--- src/design/esap_pkg.sv ---
// esap_pkg: shared constants, types and register codes of the encoder speed meter
// no dependencies; compiled before every other design file
package esap_pkg;

  localparam int CHANNELS    = 2;
  localparam int TIMER_BITS  = 32;
  localparam int CAP_W       = 32;
  localparam int SCALE_W     = 48;
  localparam int SPEED_W     = 31;
  localparam int IDLE_W      = 16;
  localparam int RATIO_SHIFT = 3;                      // divide-by-eight capture prescale
  localparam int NUM_W       = SCALE_W + RATIO_SHIFT;
  localparam int CFG_IDX_W   = 3;
  localparam int CFG_DATA_W  = SCALE_W;

  localparam logic [SCALE_W-1:0]  SCALE_RST     = '0;
  localparam logic [SPEED_W-1:0]  HIGH_THR_RST  = '1;
  localparam logic [SPEED_W-1:0]  LOW_THR_RST   = '0;
  localparam logic [IDLE_W-1:0]   MAX_IDLE_RST  = IDLE_W'(100);
  localparam logic [CHANNELS-1:0] DIR_INV_RST   = CHANNELS'(2);

  typedef enum logic [CFG_IDX_W-1:0] {
    CFG_SPEED_SCALE    = 3'd0,
    CFG_HIGH_THRESHOLD = 3'd1,
    CFG_LOW_THRESHOLD  = 3'd2,
    CFG_MAX_IDLE_TICKS = 3'd3,
    CFG_DIR_INVERT     = 3'd4
  } cfg_idx_e;

  typedef enum logic {
    OP_CAPTURE = 1'b0,
    OP_QUERY   = 1'b1
  } op_e;

  typedef enum logic [1:0] {
    S_IDLE,
    S_EXEC,
    S_DIV,
    S_FIN
  } esap_state_e;

  typedef struct packed {
    logic             op;
    logic             channel;
    logic [CAP_W-1:0] cap_stamp;
    logic             other_phase;
  } in_item_t;

  typedef struct packed {
    logic signed [31:0] speed_out;
    logic               divider_eight;
    logic               divider_changed;
    logic               timed_out;
  } out_item_t;

  typedef struct packed {
    logic [CFG_IDX_W-1:0]  index;
    logic [CFG_DATA_W-1:0] wdata;
  } cfg_wr_t;

  typedef struct packed {
    logic [SCALE_W-1:0]  speed_scale;
    logic [SPEED_W-1:0]  high_threshold;
    logic [SPEED_W-1:0]  low_threshold;
    logic [IDLE_W-1:0]   max_idle_ticks;
    logic [CHANNELS-1:0] dir_invert;
  } cfg_regs_t;

endpackage

--- src/design/esap_if.sv ---
// esap_if: valid/ready channel interfaces for input words, result words and register writes
// depends on esap_pkg for the payload types
interface esap_in_if;
  import esap_pkg::*;
  logic     valid;
  logic     ready;
  in_item_t data;
  modport source (output valid, output data, input ready);
  modport sink   (input valid, input data, output ready);
endinterface

interface esap_out_if;
  import esap_pkg::*;
  logic      valid;
  logic      ready;
  out_item_t data;
  modport source (output valid, output data, input ready);
  modport sink   (input valid, input data, output ready);
endinterface

interface esap_cfg_if;
  import esap_pkg::*;
  logic    valid;
  logic    ready;
  cfg_wr_t data;
  modport source (output valid, output data, input ready);
  modport sink   (input valid, input data, output ready);
endinterface

--- src/design/esap_cfg.sv ---
// esap_cfg: configuration register file written through the register channel
// depends on esap_pkg and esap_if
module esap_cfg (
  input  logic                 clk_i,
  input  logic                 rst_ni,
  esap_cfg_if.sink             cfg_i,
  output esap_pkg::cfg_regs_t  regs_o
);
  import esap_pkg::*;

  cfg_regs_t regs_q;

  assign cfg_i.ready = 1'b1;
  assign regs_o      = regs_q;

  always_ff @(posedge clk_i or negedge rst_ni) begin
    if (!rst_ni) begin
      regs_q.speed_scale    <= SCALE_RST;
      regs_q.high_threshold <= HIGH_THR_RST;
      regs_q.low_threshold  <= LOW_THR_RST;
      regs_q.max_idle_ticks <= MAX_IDLE_RST;
      regs_q.dir_invert     <= DIR_INV_RST;
    end else if (cfg_i.valid) begin
      case (cfg_idx_e'(cfg_i.data.index))
        CFG_SPEED_SCALE:    regs_q.speed_scale    <= cfg_i.data.wdata[SCALE_W-1:0];
        CFG_HIGH_THRESHOLD: regs_q.high_threshold <= cfg_i.data.wdata[SPEED_W-1:0];
        CFG_LOW_THRESHOLD:  regs_q.low_threshold  <= cfg_i.data.wdata[SPEED_W-1:0];
        CFG_MAX_IDLE_TICKS: regs_q.max_idle_ticks <= cfg_i.data.wdata[IDLE_W-1:0];
        CFG_DIR_INVERT:     regs_q.dir_invert     <= cfg_i.data.wdata[CHANNELS-1:0];
        default: ;
      endcase
    end
  end

endmodule

--- src/design/esap_div.sv ---
// esap_div: bit-serial restoring divider, one quotient bit per cycle, saturating quotient
// depends on esap_pkg
module esap_div (
  input  logic                          clk_i,
  input  logic                          rst_ni,
  input  logic                          start_i,
  input  logic [esap_pkg::NUM_W-1:0]      num_i,
  input  logic [esap_pkg::TIMER_BITS-1:0] den_i,
  output logic                          busy_o,
  output logic                          done_o,
  output logic [esap_pkg::SPEED_W-1:0]    quot_o
);
  import esap_pkg::*;

  localparam int CNT_W = $clog2(NUM_W + 1);

  logic                  busy_q, done_q;
  logic [CNT_W-1:0]      cnt_q;
  logic [NUM_W-1:0]      num_q;
  logic [TIMER_BITS-1:0] den_q;
  logic [TIMER_BITS:0]   rem_q, rem_sh, rem_d;
  logic [SPEED_W-1:0]    quot_q;
  logic                  ovf_q;
  logic                  ge;

  // shift in the next numerator bit, subtract when it fits
  always_comb begin
    rem_sh = {rem_q[TIMER_BITS-1:0], num_q[NUM_W-1]};
    ge     = rem_sh >= {1'b0, den_q};
    rem_d  = ge ? (rem_sh - {1'b0, den_q}) : rem_sh;
  end

  always_ff @(posedge clk_i or negedge rst_ni) begin
    if (!rst_ni) begin
      busy_q <= 1'b0;
      done_q <= 1'b0;
      cnt_q  <= '0;
    end else begin
      done_q <= 1'b0;
      if (start_i) begin
        busy_q <= 1'b1;
        cnt_q  <= CNT_W'(NUM_W);
      end else if (busy_q) begin
        cnt_q <= cnt_q - 1'b1;
        if (cnt_q == CNT_W'(1)) begin
          busy_q <= 1'b0;
          done_q <= 1'b1;
        end
      end
    end
  end

  always_ff @(posedge clk_i) begin
    if (start_i) begin
      num_q  <= num_i;
      den_q  <= den_i;
      rem_q  <= '0;
      quot_q <= '0;
      ovf_q  <= 1'b0;
    end else if (busy_q) begin
      num_q  <= {num_q[NUM_W-2:0], 1'b0};
      rem_q  <= rem_d;
      quot_q <= {quot_q[SPEED_W-2:0], ge};
      // a one leaving the top means the quotient no longer fits
      ovf_q  <= ovf_q | quot_q[SPEED_W-1];
    end
  end

  assign busy_o = busy_q;
  assign done_o = done_q;
  assign quot_o = ovf_q ? {SPEED_W{1'b1}} : quot_q;

endmodule

--- src/design/encoder_speed_adaptive_prescale_top.sv ---
// encoder_speed_adaptive_prescale_top: two-channel encoder speed meter with adaptive prescale
// depends on esap_pkg, esap_if, esap_cfg and esap_div
//
//   port    dir   modport  word
//   in_i    in    sink     op, channel, cap_stamp, other_phase
//   out_o   out   source   speed_out, divider_eight, divider_changed, timed_out
//   cfg_i   in    sink     register index, write data
//
// a capture that needs a new speed passes from accept through S_EXEC, which forms the
// timer difference and starts the bit-serial divider, S_DIV, which waits for its quotient,
// and S_FIN, which commits; queries, zero differences and skipped captures skip S_DIV
// reset clears all channel state and loads the register defaults; no clearing pass
// the result waits in the output register; the next word is taken meanwhile and is
// held before its commit while that register is still full
module encoder_speed_adaptive_prescale_top (
  input  logic       clk_i,
  input  logic       rst_ni,
  esap_in_if.sink    in_i,
  esap_out_if.source out_o,
  esap_cfg_if.sink   cfg_i
);
  import esap_pkg::*;

  cfg_regs_t   regs;
  esap_state_e state_q, state_d;
  in_item_t    item_q;

  logic [TIMER_BITS-1:0] prev_q [CHANNELS];
  logic [SPEED_W-1:0]    mag_q  [CHANNELS];
  logic [IDLE_W-1:0]     idle_q [CHANNELS];
  logic [CHANNELS-1:0]   div8_q, skip_q, dir_q;

  out_item_t out_q, res;
  logic      out_valid_q;
  logic      slot_free;

  logic                  div_start, div_busy, div_done, commit;
  logic [SPEED_W-1:0]    quot;
  logic [NUM_W-1:0]      num;
  logic                  ch, ch_ok;
  logic [TIMER_BITS-1:0] cap_t, diff;
  logic                  diff_nz, needs_div;

  logic [SPEED_W-1:0] mag_n;
  logic [IDLE_W-1:0]  idle_n;
  logic               div8_n, skip_n, dir_n;

  esap_cfg u_cfg (
    .clk_i  (clk_i),
    .rst_ni (rst_ni),
    .cfg_i  (cfg_i),
    .regs_o (regs)
  );

  assign ch        = item_q.channel;
  assign ch_ok     = int'(item_q.channel) < CHANNELS;
  assign cap_t     = item_q.cap_stamp[TIMER_BITS-1:0];
  assign diff      = cap_t - prev_q[ch];
  assign diff_nz   = diff != '0;
  assign needs_div = ch_ok && (item_q.op == OP_CAPTURE) && diff_nz && !skip_q[ch];
  assign num       = div8_q[ch] ? {regs.speed_scale, {RATIO_SHIFT{1'b0}}}
                                : {{RATIO_SHIFT{1'b0}}, regs.speed_scale};

  esap_div u_div (
    .clk_i   (clk_i),
    .rst_ni  (rst_ni),
    .start_i (div_start),
    .num_i   (num),
    .den_i   (diff),
    .busy_o  (div_busy),
    .done_o  (div_done),
    .quot_o  (quot)
  );

  assign slot_free = !out_valid_q || out_o.ready;
  assign in_i.ready = (state_q == S_IDLE);

  always_ff @(posedge clk_i or negedge rst_ni) begin
    if (!rst_ni) begin
      state_q <= S_IDLE;
    end else begin
      state_q <= state_d;
    end
  end

  always_comb begin
    state_d   = state_q;
    div_start = 1'b0;
    commit    = 1'b0;
    case (state_q)
      S_IDLE: begin
        if (in_i.valid) state_d = S_EXEC;
      end
      S_EXEC: begin
        if (needs_div) begin
          div_start = 1'b1;
          state_d   = S_DIV;
        end else begin
          state_d = S_FIN;
        end
      end
      S_DIV: begin
        if (div_done) state_d = S_FIN;
      end
      S_FIN: begin
        if (slot_free) begin
          commit  = 1'b1;
          state_d = S_IDLE;
        end
      end
      default: state_d = S_IDLE;
    endcase
  end

  // result word and next channel state for the word being committed
  always_comb begin
    res    = '0;
    mag_n  = mag_q[ch];
    idle_n = idle_q[ch];
    div8_n = div8_q[ch];
    skip_n = skip_q[ch];
    dir_n  = dir_q[ch];
    if (ch_ok) begin
      if (item_q.op == OP_CAPTURE) begin
        idle_n = '0;
        if (diff_nz) begin
          if (skip_q[ch]) begin
            skip_n = 1'b0;
          end else begin
            mag_n = quot;
          end
          dir_n = item_q.other_phase ^ regs.dir_invert[ch];
          if (mag_n > regs.high_threshold && !div8_q[ch]) begin
            div8_n              = 1'b1;
            skip_n              = 1'b1;
            res.divider_changed = 1'b1;
          end else if (mag_n < regs.low_threshold && div8_q[ch]) begin
            div8_n              = 1'b0;
            skip_n              = 1'b1;
            res.divider_changed = 1'b1;
          end
        end
      end else if (idle_q[ch] < regs.max_idle_ticks) begin
        idle_n        = idle_q[ch] + 1'b1;
        res.speed_out = dir_q[ch] ? signed'({1'b0, mag_q[ch]})
                                  : signed'(32'd0 - {1'b0, mag_q[ch]});
      end else begin
        mag_n         = '0;
        res.timed_out = 1'b1;
      end
      res.divider_eight = div8_n;
    end
  end

  always_ff @(posedge clk_i) begin
    if (state_q == S_IDLE && in_i.valid) item_q <= in_i.data;
    if (commit) out_q <= res;
  end

  always_ff @(posedge clk_i or negedge rst_ni) begin
    if (!rst_ni) begin
      out_valid_q <= 1'b0;
    end else if (commit) begin
      out_valid_q <= 1'b1;
    end else if (out_o.ready) begin
      out_valid_q <= 1'b0;
    end
  end

  always_ff @(posedge clk_i or negedge rst_ni) begin
    if (!rst_ni) begin
      for (int c = 0; c < CHANNELS; c++) begin
        prev_q[c] <= '0;
        mag_q[c]  <= '0;
        idle_q[c] <= '0;
      end
      div8_q <= '0;
      skip_q <= '0;
      dir_q  <= '0;
    end else if (commit && ch_ok) begin
      if (item_q.op == OP_CAPTURE) prev_q[ch] <= cap_t;
      mag_q[ch]  <= mag_n;
      idle_q[ch] <= idle_n;
      div8_q[ch] <= div8_n;
      skip_q[ch] <= skip_n;
      dir_q[ch]  <= dir_n;
    end
  end

  assign out_o.valid = out_valid_q;
  assign out_o.data  = out_q;

  a_div_in_div_state : assert property (@(posedge clk_i) disable iff (!rst_ni)
    div_busy |-> state_q == S_DIV)
    else $error("divider busy outside divide state");

  a_done_in_div_state : assert property (@(posedge clk_i) disable iff (!rst_ni)
    div_done |-> state_q == S_DIV)
    else $error("divider done outside divide state");

  a_timeout_word : assert property (@(posedge clk_i) disable iff (!rst_ni)
    out_o.valid && out_o.data.timed_out |->
      out_o.data.speed_out == 32'sd0 && !out_o.data.divider_changed)
    else $error("timed-out word carries speed or divider change");

  a_change_word : assert property (@(posedge clk_i) disable iff (!rst_ni)
    out_o.valid && out_o.data.divider_changed |-> out_o.data.speed_out == 32'sd0)
    else $error("capture word carries nonzero speed");

endmodule
--- src/flat_wrapper.sv ---
// flat-port wrapper written by rule: the top's interface ports become plain ports
module encoder_speed_adaptive_prescale_top_flat import esap_pkg::*;
  (clk_i, rst_ni, in_i_valid, in_i_data, in_i_ready, out_o_valid, out_o_data, out_o_ready, cfg_i_valid, cfg_i_data, cfg_i_ready);
  esap_in_if in_i_i ();
  esap_out_if out_o_i ();
  esap_cfg_if cfg_i_i ();
  input  logic clk_i;
  input  logic rst_ni;
  input wire logic [$bits(in_i_i.valid)-1:0] in_i_valid;
  input wire logic [$bits(in_i_i.data)-1:0] in_i_data;
  output wire logic [$bits(in_i_i.ready)-1:0] in_i_ready;
  output wire logic [$bits(out_o_i.valid)-1:0] out_o_valid;
  output wire logic [$bits(out_o_i.data)-1:0] out_o_data;
  input wire logic [$bits(out_o_i.ready)-1:0] out_o_ready;
  input wire logic [$bits(cfg_i_i.valid)-1:0] cfg_i_valid;
  input wire logic [$bits(cfg_i_i.data)-1:0] cfg_i_data;
  output wire logic [$bits(cfg_i_i.ready)-1:0] cfg_i_ready;
  assign in_i_i.valid = in_i_valid;
  assign in_i_i.data = in_i_data;
  assign in_i_ready = in_i_i.ready;
  assign out_o_valid = out_o_i.valid;
  assign out_o_data = out_o_i.data;
  assign out_o_i.ready = out_o_ready;
  assign cfg_i_i.valid = cfg_i_valid;
  assign cfg_i_i.data = cfg_i_data;
  assign cfg_i_ready = cfg_i_i.ready;
  encoder_speed_adaptive_prescale_top u_core (.clk_i(clk_i), .rst_ni(rst_ni), .in_i(in_i_i), .out_o(out_o_i), .cfg_i(cfg_i_i));
endmodule
--- config.mk ---
export PLATFORM = sky130hd
export DESIGN_NAME = encoder_speed_adaptive_prescale_top_flat
export DESIGN_NICKNAME = d
export VERILOG_FILES = /design/src/design/esap_pkg.sv /design/src/design/esap_if.sv /design/src/design/esap_cfg.sv /design/src/design/esap_div.sv /design/src/design/encoder_speed_adaptive_prescale_top.sv /design/src/flat_wrapper.sv
export SDC_FILE = /design/constraint.sdc
export NUM_CORES = 1
export LEC_CHECK = 0
export ABC_AREA = 1
export ABC_CLOCK_PERIOD_IN_PS = 6580
export BUFFER_PORTS_ARGS = -buffer_cell sky130_fd_sc_hd__buf_2
export CORE_ASPECT_RATIO = 0.75
export CORE_MARGIN = 2
export CORE_UTILIZATION = 42
export DETAILED_ROUTE_END_ITERATION = 7
export SLEW_MARGIN = 30
export SYNTH_ARGS = -nofsm -noshare
export SYNTH_HDL_FRONTEND = slang
export SYNTH_SLANG_ARGS = --single-unit
export TNS_END_PERCENT = 30
--- constraint.sdc ---
create_clock -name clk_i -period 6.58 [get_ports clk_i]
set_clock_uncertainty 0.2 [all_clocks]
set_input_delay 0.658 -clock clk_i [delete_from_list [all_inputs] [get_ports clk_i]]
set_output_delay 0.658 -clock clk_i [all_outputs]
set_load 0.05 [all_outputs]
=== Yosys cells after proc, flatten, opt, wreduce, memory -nomap -nowiden ===
Index checks and enable logic that the tools add are counted.

* Register bits: 520
* Output and inout bits: 38
* Logic and storage cells: 164

* Add/sub/neg operators: 5
* Magnitude comparators: 8
* Equality and inequality tests: 11
* Muxes and demuxes: 75
* Bitwise operators: 6
* Reductions and logical operators: 26

{| class="wikitable"
|+ Operators by type and width
! cell !! count
|-
| two-way mux 31 bit || 12
|-
| two-way mux 32 bit || 5
|-
| two-way mux 51 bit || 3
|-
| two-way mux 16 bit || 6
|-
| bitwise mux 64 bit || 1
|-
| subtractor 32 bit || 2
|-
| bitwise mux 62 bit || 1
|-
| greater-or-equal comparator 33 x 32 -> 1 bit || 1
|-
| two-way mux 1 bit || 33
|-
| bitwise mux 32 bit || 1
|-
| demux 32 bit (select 1 bit) || 1
|-
| nonzero test 32 bit || 1
|-
| subtractor 1 x 31 -> 32 bit (first input constant) || 1
|-
| demux 31 bit (select 1 bit) || 1
|-
| > comparator 31 bit || 1
|-
| < comparator 31 bit || 1
|-
| adder 16 x 1 -> 16 bit (second input constant) || 1
|-
| demux 16 bit (select 1 bit) || 1
|-
| < comparator 16 bit || 1
|-
| AND reduction 2 bit || 7
|-
| two-way mux 6 bit || 2
|-
| one-hot mux 2 bit (4 select lines) || 1
|-
| logical AND 1 bit || 7
|-
| bitwise mux 2 bit || 3
|-
| 27 further kinds || 37
|}

=== Logic depth before layout (Yosys ltp) ===
Gate-level depths: netlist (run 1).

* Depth after elaboration: 15
* Depth in mapped cells: 31

=== Cells and area by module ===
A second synthesis (run 1) with hierarchy kept.

* Cell total of the unflattened synthesis: 4,308
* Area total of the unflattened synthesis: 31,467.7 um^2

{| class="wikitable"
|+ Modules (own cells, without submodules)
! module !! times used !! cells each !! area each (um^2) !! sequential area each (um^2)
|-
| encoder_speed_adaptive_prescale_top || 1 || 2,551 || 17,600.6 || 6,281.0
|-
| esap_div || 1 || 1,188 || 8,722.1 || 3,973.8
|-
| esap_cfg || 1 || 569 || 5,144.9 || 3,246.9
|}

=== Worst setup path after synthesis (run 1) ===
OpenSTA, ideal clock, no wires.

* Path kind: reg2reg
* Start point: register u_core.item_q, in the netlist u_core.ch
* End point: register u_core.u_div.num_q[0] (enable)
* Data arrival time: 4,634 ps
* Data required time: 5,777 ps
* Setup slack: 1,143 ps
* Cell stages (with the launch flop): 30
* Clock period less this slack: 5,437 ps
* Path through: edfxtp_1 > buf_4 > buf_6 > buf_6 > buf_2 > buf_2 > buf_1 > nand2_1 > nand2_1 > ha_1 > inv_1 > fa_1 > nand3_1 > nand2_1 > nand2_1 > nand2_1 > nand2_1 > nand2_1 > nand2_1 > nand2_1 > nand2_1 > nand2_1 > nor2_1 > nand2_1 > nor2_4 > nand3_4 > nand4_2 > buf_4 > buf_6 > nand2_1

* Cells in the longest elaborated chain, start to end: 11

{| class="wikitable"
|+ Ends and longest elaborated chain
! what !! line !! text
|-
| start: declaration || encoder_speed_adaptive_prescale_top.sv:26 || <nowiki>in_item_t item_q;</nowiki>
|-
| start signal: assignment || encoder_speed_adaptive_prescale_top.sv:156 || <nowiki>if (state_q == S_IDLE && in_i.valid) item_q <= in_i.data;</nowiki>
|-
| NOT 1 -> 2 bit (not written as such) || encoder_speed_adaptive_prescale_top.sv:58 || <nowiki>assign diff = cap_t - prev_q[ch];</nowiki>
|-
| two-way mux 32 bit (not written as such) (3 in a row) || encoder_speed_adaptive_prescale_top.sv:58 ||
|-
| subtractor 32 bit || encoder_speed_adaptive_prescale_top.sv:58 ||
|-
| net u_core.diff[28] || encoder_speed_adaptive_prescale_top.sv:41 || <nowiki>logic [TIMER_BITS-1:0] cap_t, diff;</nowiki>
|-
| nonzero test 32 bit || encoder_speed_adaptive_prescale_top.sv:59 || <nowiki>assign diff_nz = diff != '0;</nowiki>
|-
| logical AND 1 bit (2 in a row) || encoder_speed_adaptive_prescale_top.sv:60 || <nowiki>assign needs_div = ch_ok && (item_q.op == OP_CAPTURE) && diff_nz && !skip_q[ch];</nowiki>
|-
| two-way mux 1 bit || encoder_speed_adaptive_prescale_top.sv:95 || <nowiki>if (needs_div) begin</nowiki>
|-
| two-way mux 1 bit || encoder_speed_adaptive_prescale_top.sv:90 || <nowiki>case (state_q)</nowiki>
|-
| nonzero test 2 bit (no line) || - ||
|-
| end signal: assignment || esap_div.sv:55 || <nowiki>num_q <= num_i;</nowiki>
|-
| end signal: assignment || esap_div.sv:61 || <nowiki>num_q <= {num_q[NUM_W-2:0], 1'b0};</nowiki>
|-
| end: declaration || esap_div.sv:19 || <nowiki>logic [NUM_W-1:0] num_q;</nowiki>
|}

The timed path passes the listed nets, and every way through them passes these cells. The select of a mux whose other input is x is not followed.
A chain may end at the register's enable or synchronous reset.

=== Final worst setup path (run 1) ===
* Start point: register u_core.item_q, in the netlist u_core.ch
* End point: register u_core.u_div.num_q[37], data pin

* Cells in the longest elaborated chain, start to end: 11

{| class="wikitable"
|+ Ends and longest elaborated chain
! what !! line !! text
|-
| NOT 1 -> 2 bit (not written as such) || encoder_speed_adaptive_prescale_top.sv:58 ||
|-
| two-way mux 32 bit (not written as such) (3 in a row) || encoder_speed_adaptive_prescale_top.sv:58 ||
|-
| subtractor 32 bit || encoder_speed_adaptive_prescale_top.sv:58 ||
|-
| net u_core.diff[22] || encoder_speed_adaptive_prescale_top.sv:41 ||
|-
| nonzero test 32 bit || encoder_speed_adaptive_prescale_top.sv:59 ||
|-
| logical AND 1 bit (2 in a row) || encoder_speed_adaptive_prescale_top.sv:60 ||
|-
| two-way mux 1 bit || encoder_speed_adaptive_prescale_top.sv:95 ||
|-
| two-way mux 1 bit || encoder_speed_adaptive_prescale_top.sv:90 ||
|-
| two-way mux 51 bit || esap_div.sv:54 || <nowiki>if (start_i) begin</nowiki>
|}

The timed path passes the listed nets, and every way through them passes these cells. The select of a mux whose other input is x is not followed.

==> results of run 1 <==
-- flip-flops by register name, indices dropped and copies added, names as in the netlist, 31 cells and up --
name and flops:
u_core.u_cfg.regs_o 128, u_core.prev_q 64, u_core.mag_q 62, u_core.u_div.num_q 51, u_core.out_o.data 35, u_core.cap_t 32, u_core.idle_q 32, u_core.u_div.den_q 32
u_core.u_div.rem_q 32, u_core.u_div.quot_q 31
-- power groups by stage --
stage / registers, W / clock network [W] / logic (W)
after detailed placement: 0.00530 / 0 / 0.00890
after global placement: 0.00531 / 0 / 0.00878
after global routing: 0.00540 / 0.00341 / 0.0104
after CTS: 0.00526 / 0.00328 / 0.00897
after floorplan: 0.00542 / 0 / 0.00648
final: 0.00527 / 0.00320 / 0.00904
-- through the flow --
step | setup slack [ns] | cells | power (W) | hold WS, ns | util (%)
2_1_floorplan | 1.14 | 4047 | 0.0119 | 0.162 | -
3_3_place_gp | 1.60 | 5001 | 0.0141 | 0.254 | 44.3
3_5_place_dp | 1.65 | 5002 | 0.0142 | 0.258 | 44.3
4_1_cts | 1.62 | 5139 | 0.0175 | 0.0318 | 47.4
5_1_grt | 1.13 | 5139 | 0.0192 | 0.0488 | 47.4
6_report | 1.60 | 5140 | 0.0175 | 0.0701 | 47.4
-- final cells by class --
cell class                      count  area, µm²
Antenna cell                        1       2.50
Clock buffer                       69       1500
Clock inverter                     33        327
Fill cell                        7258      37700
Inverter                          575       2160
Multi-Input combinational cell   2789      14000
Sequential cell                   520      13500
Tap cell                          957       1200
Timing Repair Buffer              196       1290
-- synth_stat cells, types with 23 or more instances --
master | count | area [µm²]
nand2_1 | 1435 | 5390
ha_1 | 149 | 1860
nor3_1 | 23 | 115
o21ai_0 | 392 | 1960
nand4_1 | 57 | 357
clkbuf_1 | 102 | 383
dfstp_2 | 35 | 920
dfrtp_1 | 268 | 6710
inv_1 | 506 | 1900
nand3_1 | 157 | 786
nor2_1 | 184 | 691
dfxtp_1 | 64 | 1280
buf_2 | 27 | 135
or2_2 | 46 | 288
inv_2 | 67 | 251
a21oi_1 | 132 | 661
xor2_1 | 48 | 420
mux2i_1 | 30 | 300
edfxtp_1 | 153 | 4590
-- path summary, 6_finish.rpt --
kind / start / to / depth (start not counted)
min in group asynchronous: rst_ni / u_core.prev_q[62] / 2
min reg2reg: u_core.mag_q[58] / u_core.mag_q[58] / 2
max: u_core.ch / u_core.u_div.num_q[37] / 19
max reg2reg: u_core.ch / u_core.u_div.num_q[37] / 19
max in group asynchronous: rst_ni / u_core.mag_q[29] / 3
min: cfg_i_data[46] / u_core.u_cfg.regs_o[126] / 2
-- cells by family after synthesis --
group                    count (synthesis)  synth area share, %
buffers and inverters                  738                 9.66
AND/OR/NAND/NOR                       1947                 26.3
multiplexers                            33                 1.10
AO/OA/AOI/OAI                          591                 10.3
adder cells (fa/ha/maj)                151                 6.27
other                                    1               0.0124
XOR/XNOR                                66                 1.90
flip-flops                             520                 44.5
-- layer usage --
metal | vias up | GRT usage [%] | wire (µm)
li1 | 13000 | - | -
met1 | 11700 | 36.8 | 44100
met2 | 725 | 29.7 | 30900
met3 | 100 | 3.58 | 5660
met4 | 6 | 4.70 | 1470
met5 | - | 0 | 36
==> flow_summary.json, run 1 <==
{
  "p_switching_w": 0.00801,
  "antenna_found_initial": 7,
  "syn_inst": 4047,
  "holdBufCountCts": 35,
  "syn_avg_cell_area_um2": 7.50,
  "swShare_pct": 45.7,
  "grt_max_degree": 104,
  "numCtsBuffers": 54,
  "finalHoldViolCount": 0,
  "start_kind": "flop",
  "seq_area_frac_synth_pct": 44.5,
  "h-tree-depth": 2,
  "timing.reg2reg.setup_slack_ns": 1.60,
  "clock_power_share_pct": 18.3,
  "postCtsSetupBuffers": 0,
  "die_x_um": 314,
  "die_h_um": 237,
  "place.port_buffers": 127,
  "hp-class": "in2reg",
  "dieArea_mm2": 0.0745,
  "post-route-period-util_pct": 75.6,
  "async_reset_ff_share_pct": 58.3,
  "clkTransAtPathRegs_ns": 0.06,
  "core_region_area_mm2": 0.0717,
  "tns_ns": 0,
  "grt_setup_unrepaired": "false",
  "grt_pass1_vias": 24000,
  "layout_commonest_cell": "nand2_1",
  "cp_max_fo": 88,
  "crit_top_cell": "nand2_1",
  "p_per_area_mw_per_mm2": 515,
  "clock_latency_ns": 0.62,
  "cap_violations": 0,
  "ios": 129,
  "max_stage_delay_ns": 0.73,
  "cts_sinks": 520,
  "placed_area_mm2": 0.0318,
  "drive_above_1_share_pct": 10.4,
  "ir_drop_v": 0.000251,
  "final_cell_mix": "nand2_1 (1430), inv_1 (504), o21ai_0 (391)",
  "initial_core_util_pct": 42.4,
  "drt_iter0_drc": 2217,
  "syn_nets": 4289,
  "synth_edf_count": 153,
  "route.antenna.remaining_nets": 0,
  "fmax_ghz": 0.201,
  "final-max-slew-violation-count": 0,
  "p_int_w": 0.00950,
  "final_nets": 4378,
  "tightest_slew_ns": 0.909,
  "crit_chain": "buf_12 -> mux2i_1 -> ha_1 -> nand2_1 -> nor2_1 -> inv_1 -> nor2_1 -> nand3_1 -> nand4_1 -> nand2_1 -> nor2_1 -> nand2_1 -> nor2_2 -> nand3_4 -> nand4_4 -> buf_4 -> buf_4 -> nand2_1 -> nand2_1",
  "cts_tree": "built",
  "setup_viol": 0,
  "worstSetupEndpointType": "flop",
  "ctsRootBufferMaster": "clkbuf_16",
  "crit_buf_inv": 4,
  "cts_resized": 0,
  "p_seq_share_pct": 30.1,
  "slowest_stage": "buf_4",
  "p_leak_nw": 17.5,
  "routed_wl_mm": 82.1,
  "cp.arrival_ns": 5.25,
  "synth-seq-cells": 520,
  "grt_pass1_wl_mm": 133,
  "synth_cell_types": 60,
  "cp_top_family": "simple AND/OR/NAND/NOR gates",
  "post-dp-hpwl_mm": 58.0,
  "combPwrFrac_pct": 51.6,
  "drt_first_pass_iters": 8,
  "gp_congestion": 0.914,
  "routed_via_density": 4.98,
  "grt_overflow_total": 0,
  "synthFlopType": "dfrtp_1",
  "syn_to_final_growth_pct": 11.9,
  "drcViolationCount": 0,
  "grt_usage_pct": 22.3,
  "finalInstanceArea_mm2": 0.0340,
  "rows": 85,
  "cts_buffer_depth": 3,
  "maxSlewHeadroom_pct": 38.7,
  "crit_type": "reg2reg",
  "synth_area_mm2": 0.0304,
  "outcome": "complete, no violations",
  "wl_per_cell_um": 16.0,
  "num_vias": 25600,
  "required_ns": 6.86,
  "yosys_warnings": 0,
  "fin_crit_ns": 4.98
}
No activity file was read; power rests on OpenSTA's default activity.
==> run 2, diff against run 1 <==
--- a/config.mk
+++ b/config.mk
@@ -6,7 +6,7 @@
 export NUM_CORES = 1
 export LEC_CHECK = 0
 export ABC_AREA = 1
-export ABC_CLOCK_PERIOD_IN_PS = 6580
+export ABC_CLOCK_PERIOD_IN_PS = 4900
 export BUFFER_PORTS_ARGS = -buffer_cell sky130_fd_sc_hd__buf_2
 export CORE_ASPECT_RATIO = 0.75
 export CORE_MARGIN = 2
==> constraint.sdc (replaced) <==
create_clock -name clk_i -period 4.9 [get_ports clk_i]
set_clock_uncertainty 0.2 [all_clocks]
set_input_delay 0.49 -clock clk_i [delete_from_list [all_inputs] [get_ports clk_i]]
set_output_delay 0.49 -clock clk_i [all_outputs]
set_load 0.05 [all_outputs]
==> run 2 against run 1 <==
Net effect: design area grew 1.6%; fmax grew 16%; hold slack lost 0.028 ns; first-iteration DRC count shrank 1.7%; sequential share of layout area shrank 0.64 points; clock-buffer cell count grew 10; cell count grew 1.1%; global-route usage grew 0.46 points; combinational power grew 36%; clock power grew 36%; die area is the same; critical path type unchanged; critical endpoint is now u_core.out_o.data[2].
==> flow_summary.json, run 2 (synthesis gave the netlist of run 1 again) <==
{
  "clock_latency_ns": 0.63,
  "grt_pass1_vias": 24300,
  "dieArea_mm2": 0.0745,
  "grt_overflow_total": 0,
  "largest_reg_flops": 128,
  "post-route-period-util_pct": 87.4,
  "regArea_mm2": 0.0135,
  "final-max-slew-violation-count": 0,
  "wl_per_cell_um": 16.1,
  "finalHoldViolCount": 0,
  "post-dp-hpwl_mm": 59.9,
  "worstSetupEndpointType": "flop",
  "start_kind": "flop",
  "grt_pass1_wl_mm": 135,
  "grt_util_met3_pct": 3.22,
  "tightest_slew_ns": 0.956,
  "grt_usage_pct": 22.7,
  "crit_path_end": "u_core.out_o.data[2]",
  "numCtsBuffers": 55,
  "ctsRootBufferMaster": "clkbuf_16",
  "maxSlewHeadroom_pct": 35.6,
  "fmax_ghz": 0.233,
  "place.port_buffers": 127,
  "whs_ns": 0.0421,
  "required_ns": 5.06,
  "cp_max_fo": 13,
  "crit_type": "reg2reg",
  "rows": 85,
  "tns_ns": 0,
  "initial_core_util_pct": 42.4,
  "final_cell_mix": "nand2_1 (1430), inv_1 (505), o21ai_0 (391)",
  "r2r_cells": 15,
  "multi_input_area_mm2": 0.0140,
  "routed_via_density": 4.99,
  "syn_to_final_growth_pct": 13.7,
  "timing.reg2reg.setup_slack_ns": 0.62,
  "cap_violations": 0,
  "cp.arrival_ns": 4.44,
  "h-tree-depth": 2,
  "die_x_um": 314,
  "core_region_area_mm2": 0.0717,
  "grt_max_degree": 116,
  "drcViolationCount": 0,
  "route.antenna.remaining_nets": 0,
  "ios": 129,
  "p_per_area_mw_per_mm2": 689,
  "outcome": "complete, no violations",
  "num_vias": 25900,
  "startpoint": "u_core.ch",
  "p_leak_nw": 17.8,
  "drive_above_1_share_pct": 10.7,
  "final_nets": 4432,
  "grt_setup_unrepaired": "false",
  "holdPathStages": 3,
  "fillerInstances": 7193,
  "die_h_um": 237,
  "cts_sinks": 520,
  "cts_buffer_depth": 3,
  "layout_commonest_cell": "nand2_1",
  "reg2reg_from": "u_core.ch",
  "fin_crit_ns": 4.28,
  "cts_tree": "built",
  "cts_resized": 0,
  "antenna_found_initial": 2,
  "met2_usage_pct": 30.1,
  "clkTransAtPathRegs_ns": 0.07,
  "use_met1_pct": 38.0,
  "hp-class": "in2reg",
  "drt_first_pass_iters": 6,
  "routed_wl_mm": 83.6,
  "postCtsSetupBuffers": 0,
  "grt_busiest_layer": "met1",
  "r2r-end": "u_core.out_o.data[2]",
  "gp_congestion": 0.915,
  "setup_viol": 0,
  "ir_drop_v": 0.000329,
  "drt_iter0_drc": 2179
}
==> run 2: cell types whose count changed in the layout (fill, tap and decap cells not counted), moves of 2 or more <==
cell / before / now
clkinv_4: 3 / 0
buf_4: 30 / 48
inv_2: 68 / 66
inv_4: 0 / 3
bufinv_16: 6 / 4
dlygate4sd3_1: 35 / 68
clkbuf_8: 1 / 10
buf_12: 2 / 6
clkinv_2: 15 / 8
==> run 2: per-layer routing <==
layer  wire (µm)  part of all wire, %
met5           0                    0
met4        1320                  1.6
met3        5700                  6.8
met2       31600                   38
met1       45000                   54
==> run 2: worst max-delay path, cell delays in order, from the launching register on <==
cell,delay [ns]
edfxtp_1,0.46
inv_2,0.30
buf_4,0.24
buf_4,0.15
or2_2,0.10
o21ai_0,0.33
o21ai_0,0.59
ha_1,0.35
a21oi_1,0.15
o21a_1,0.13
o221ai_1,0.11
a21oi_1,0.35
a21boi_0,0.27
nand3_1,0.10
nand2_1,0.08
nand2_1,0.11
==> run 2: final cells by class <==
class,instances,area share (%)
Multi-Input combinational cell,2789,40.5
Sequential cell,520,39.1
Inverter,575,6.26
Timing Repair Buffer,249,5.23
Clock buffer,79,4.72
Tap cell,957,3.47
Clock inverter,24,0.667
Antenna cell,1,0.00725
==> run 2: where the power goes <==
part	switching [W]	internal (W)	total (W)
Sequential	0.000834	0.00630	0.00713
Clock	0.00184	0.00252	0.00435
Combinational	0.00819	0.00412	0.0123
==> run 2: worst min path at each step <==
stage | slack (ns) | start | to
after detailed placement | 0.26 | u_core.mag_q[13] | u_core.mag_q[13]
after floorplan | -0.006 | rst_ni | u_core.dir_q[0]
final | 0.04 | cfg_i_data[29] | u_core.u_cfg.regs_o[109]
after global placement | 0.25 | u_core.mag_q[13] | u_core.mag_q[13]
after global routing | 0.03 | cfg_i_data[3] | u_core.u_cfg.regs_o[83]
after CTS | 0.0006 | cfg_i_data[29] | u_core.u_cfg.regs_o[109]
==> run 2: timing repair <==
action                                  CTS  global route
hold endpoints to repair                180             0
hold buffers                             68             0
endpoints found under the setup margin    0             0
==> run 2: through the flow <==
step / power (W) / instances / instance area (µm²) / util, % / setup WS, ns
finish: 0.0238 / 5194 / 34500 / 48.2 / 0.616
global route: 0.0260 / 5193 / 34500 / 48.2 / 0.264
CTS: 0.0238 / 5193 / 34500 / 48.2 / 0.656
detailed placement: 0.0193 / 5022 / 32000 / 44.6 / 0.683
global placement: 0.0191 / 5022 / 32000 / 44.6 / 0.734
floorplan: 0.0160 / 4047 / 30400 / - / 0.261
==> run 3, diff against run 2 <==
--- a/config.mk
+++ b/config.mk
@@ -8,7 +8,6 @@
 export ABC_AREA = 1
 export ABC_CLOCK_PERIOD_IN_PS = 4900
 export BUFFER_PORTS_ARGS = -buffer_cell sky130_fd_sc_hd__buf_2
-export CORE_ASPECT_RATIO = 0.75
 export CORE_MARGIN = 2
 export CORE_UTILIZATION = 42
 export DETAILED_ROUTE_END_ITERATION = 7
==> run 3 against run 2 <==
Net effect: register-to-register slack worse by 0.18 ns; wire length down 3.7%; sequential share of layout area is 0.085 points higher; design area shrank 0.22%; first-iteration DRC count shrank 14%; largest power group unchanged.
==> flow_summary.json, run 3 (synthesis gave the netlist of run 1 again) <==
{
  "outcome": "complete, no violations",
  "dieArea_mm2": 0.0745,
  "clkTransAtPathRegs_ns": 0.06,
  "die_h_um": 273,
  "timing.reg2reg.setup_slack_ns": 0.43,
  "die_x_um": 273,
  "antenna_cells": 0,
  "setup_slack_ns": 0.434,
  "drt_first_pass_iters": 5,
  "fillerInstances": 7195,
  "numCtsBuffers": 57,
  "grt_pass1_wl_mm": 133,
  "regArea_mm2": 0.0135,
  "placed_area_mm2": 0.0320,
  "syn_to_final_growth_pct": 13.5,
  "grt_pass1_vias": 25000,
  "final_util_pct": 48.2,
  "crit_type": "reg2reg",
  "postCtsSetupBuffers": 0,
  "ctsRootBufferMaster": "clkbuf_16",
  "post-dp-hpwl_mm": 57.0,
  "routed_wl_mm": 80.5,
  "preCtsSetupSlack_ns": 0.695,
  "p_leak_nw": 17.7,
  "drt_iter0_drc": 1875,
  "r2r_cells": 12,
  "fin_crit_ns": 4.47,
  "setup_viol": 0,
  "met2WireLength_mm": 35.9,
  "p_seq_share_pct": 30.3,
  "h-tree-depth": 2,
  "final-max-slew-violation-count": 0,
  "tightest_slew_ns": 0.915,
  "worstSetupEndpointType": "flop",
  "grt_overflow_total": 0,
  "multi_input_area_mm2": 0.0140,
  "p_int_w": 0.0128,
  "gp_congestion": 0.893,
  "swShare_pct": 45.3,
  "maxUsedRoutingLayer": "met4",
  "layout_commonest_cell": "nand2_1",
  "drive_above_1_share_pct": 10.8,
  "grt_usage_pct": 21.8,
  "initial_core_util_pct": 42.5,
  "ir_drop_v": 0.000347,
  "cap_violations": 0,
  "largest_reg_flops": 128,
  "tns_ns": 0,
  "wl_met1_mm": 39.5,
  "core_region_area_mm2": 0.0715,
  "num_vias": 25800,
  "required_ns": 5.13,
  "cts_sinks": 520,
  "rows": 98,
  "route.antenna.remaining_nets": 0,
  "cts_tree": "built",
  "place.port_buffers": 127,
  "maxSlewHeadroom_pct": 38.8,
  "ios": 129,
  "crit_top_cell": "a211oi_1",
  "clock_latency_ns": 0.65,
  "holdBufCountCts": 63,
  "holdPathStages": 4,
  "clock_power_share_pct": 18.3,
  "wl_per_cell_um": 15.5,
  "post-route-period-util_pct": 91.1,
  "antenna_found_initial": 0,
  "combPwrFrac_pct": 51.4,
  "final_nets": 4430,
  "finalHoldViolCount": 0,
  "final_cell_mix": "nand2_1 (1430), inv_1 (504), o21ai_0 (391)",
  "cp.arrival_ns": 4.69,
  "start_kind": "flop",
  "routed_via_density": 4.97,
  "cts_buffer_depth": 3,
  "crit_chain": "buf_4 -> o21ai_0 -> inv_1 -> ha_1 -> a21oi_1 -> nor2_1 -> a211oi_1 -> o221a_2 -> nand2_1 -> nor2_2 -> clkinv_1 -> a211oi_1",
  "met3_length_mm": 3.44,
  "fmax_ghz": 0.224,
  "grt_max_degree": 81,
  "max_stage_delay_ns": 0.71,
  "cts_resized": 0,
  "slowest_stage": "clkinv_1",
  "grt_setup_unrepaired": "false",
  "drcViolationCount": 0,
  "p_switching_w": 0.0106,
  "finalInstanceArea_mm2": 0.0344,
  "p_per_area_mw_per_mm2": 681,
  "cp_max_fo": 43,
  "hp-class": "in2reg"
}
run 3: final timing paths:
check	startpoint	endpoint
worst max register to register	u_core.ch	u_core.out_o.data[4]
worst min-delay path	out_o_ready	u_core.out_o.valid
max in group asynchronous	rst_ni	u_core.mag_q[53]
worst min register to register	u_core.mag_q[13]	u_core.mag_q[13]
worst max-delay path	u_core.ch	u_core.out_o.data[4]
min in group asynchronous	rst_ni	u_core.prev_q[41]
run 3: metal layers:
metal  track usage [%]  vias to the layer above
met5                 0                        -
met4              5.81                        0
met3              2.72                      104
met2              34.5                      524
met1              31.6                    12000
li1                  -                    13100
run 3: worst max-delay path: cells and delay by family, from the launching register on:
family / cells / cell delay, ns
flip-flops: 1 / 0.47
AO/OA/AOI/OAI: 5 / 1.45
buffers and inverters: 3 / 1.19
AND/OR/NAND/NOR: 3 / 0.62
adder cells (fa/ha/maj): 1 / 0.32
run 3: power by group through the flow:
stage               combinational, W  sequential, W  clock [W]
floorplan                    0.00871        0.00728          0
global route                  0.0139        0.00729    0.00456
CTS                           0.0120        0.00710    0.00439
detailed placement            0.0119        0.00715          0
finish                        0.0121        0.00711    0.00429
global placement              0.0118        0.00715          0
run 3: cell type report:
type	count	area share, %
multi-input combinational	2789	40.6
sequential	520	39.2
inverter	575	6.28
timing repair buffer	245	5.08
clock buffer	88	4.87
tap	950	3.45
clock inverter	20	0.527
run 3: through the flow:
step | hold WS [ns] | power (W) | instances
2_1_floorplan | -0.00559 | 0.0160 | 4047
3_3_place_gp | 0.254 | 0.0189 | 5016
3_5_place_dp | 0.258 | 0.0191 | 5016
4_1_cts | 0.00292 | 0.0235 | 5187
5_1_grt | 0.0292 | 0.0257 | 5187
6_report | 0.0238 | 0.0235 | 5187
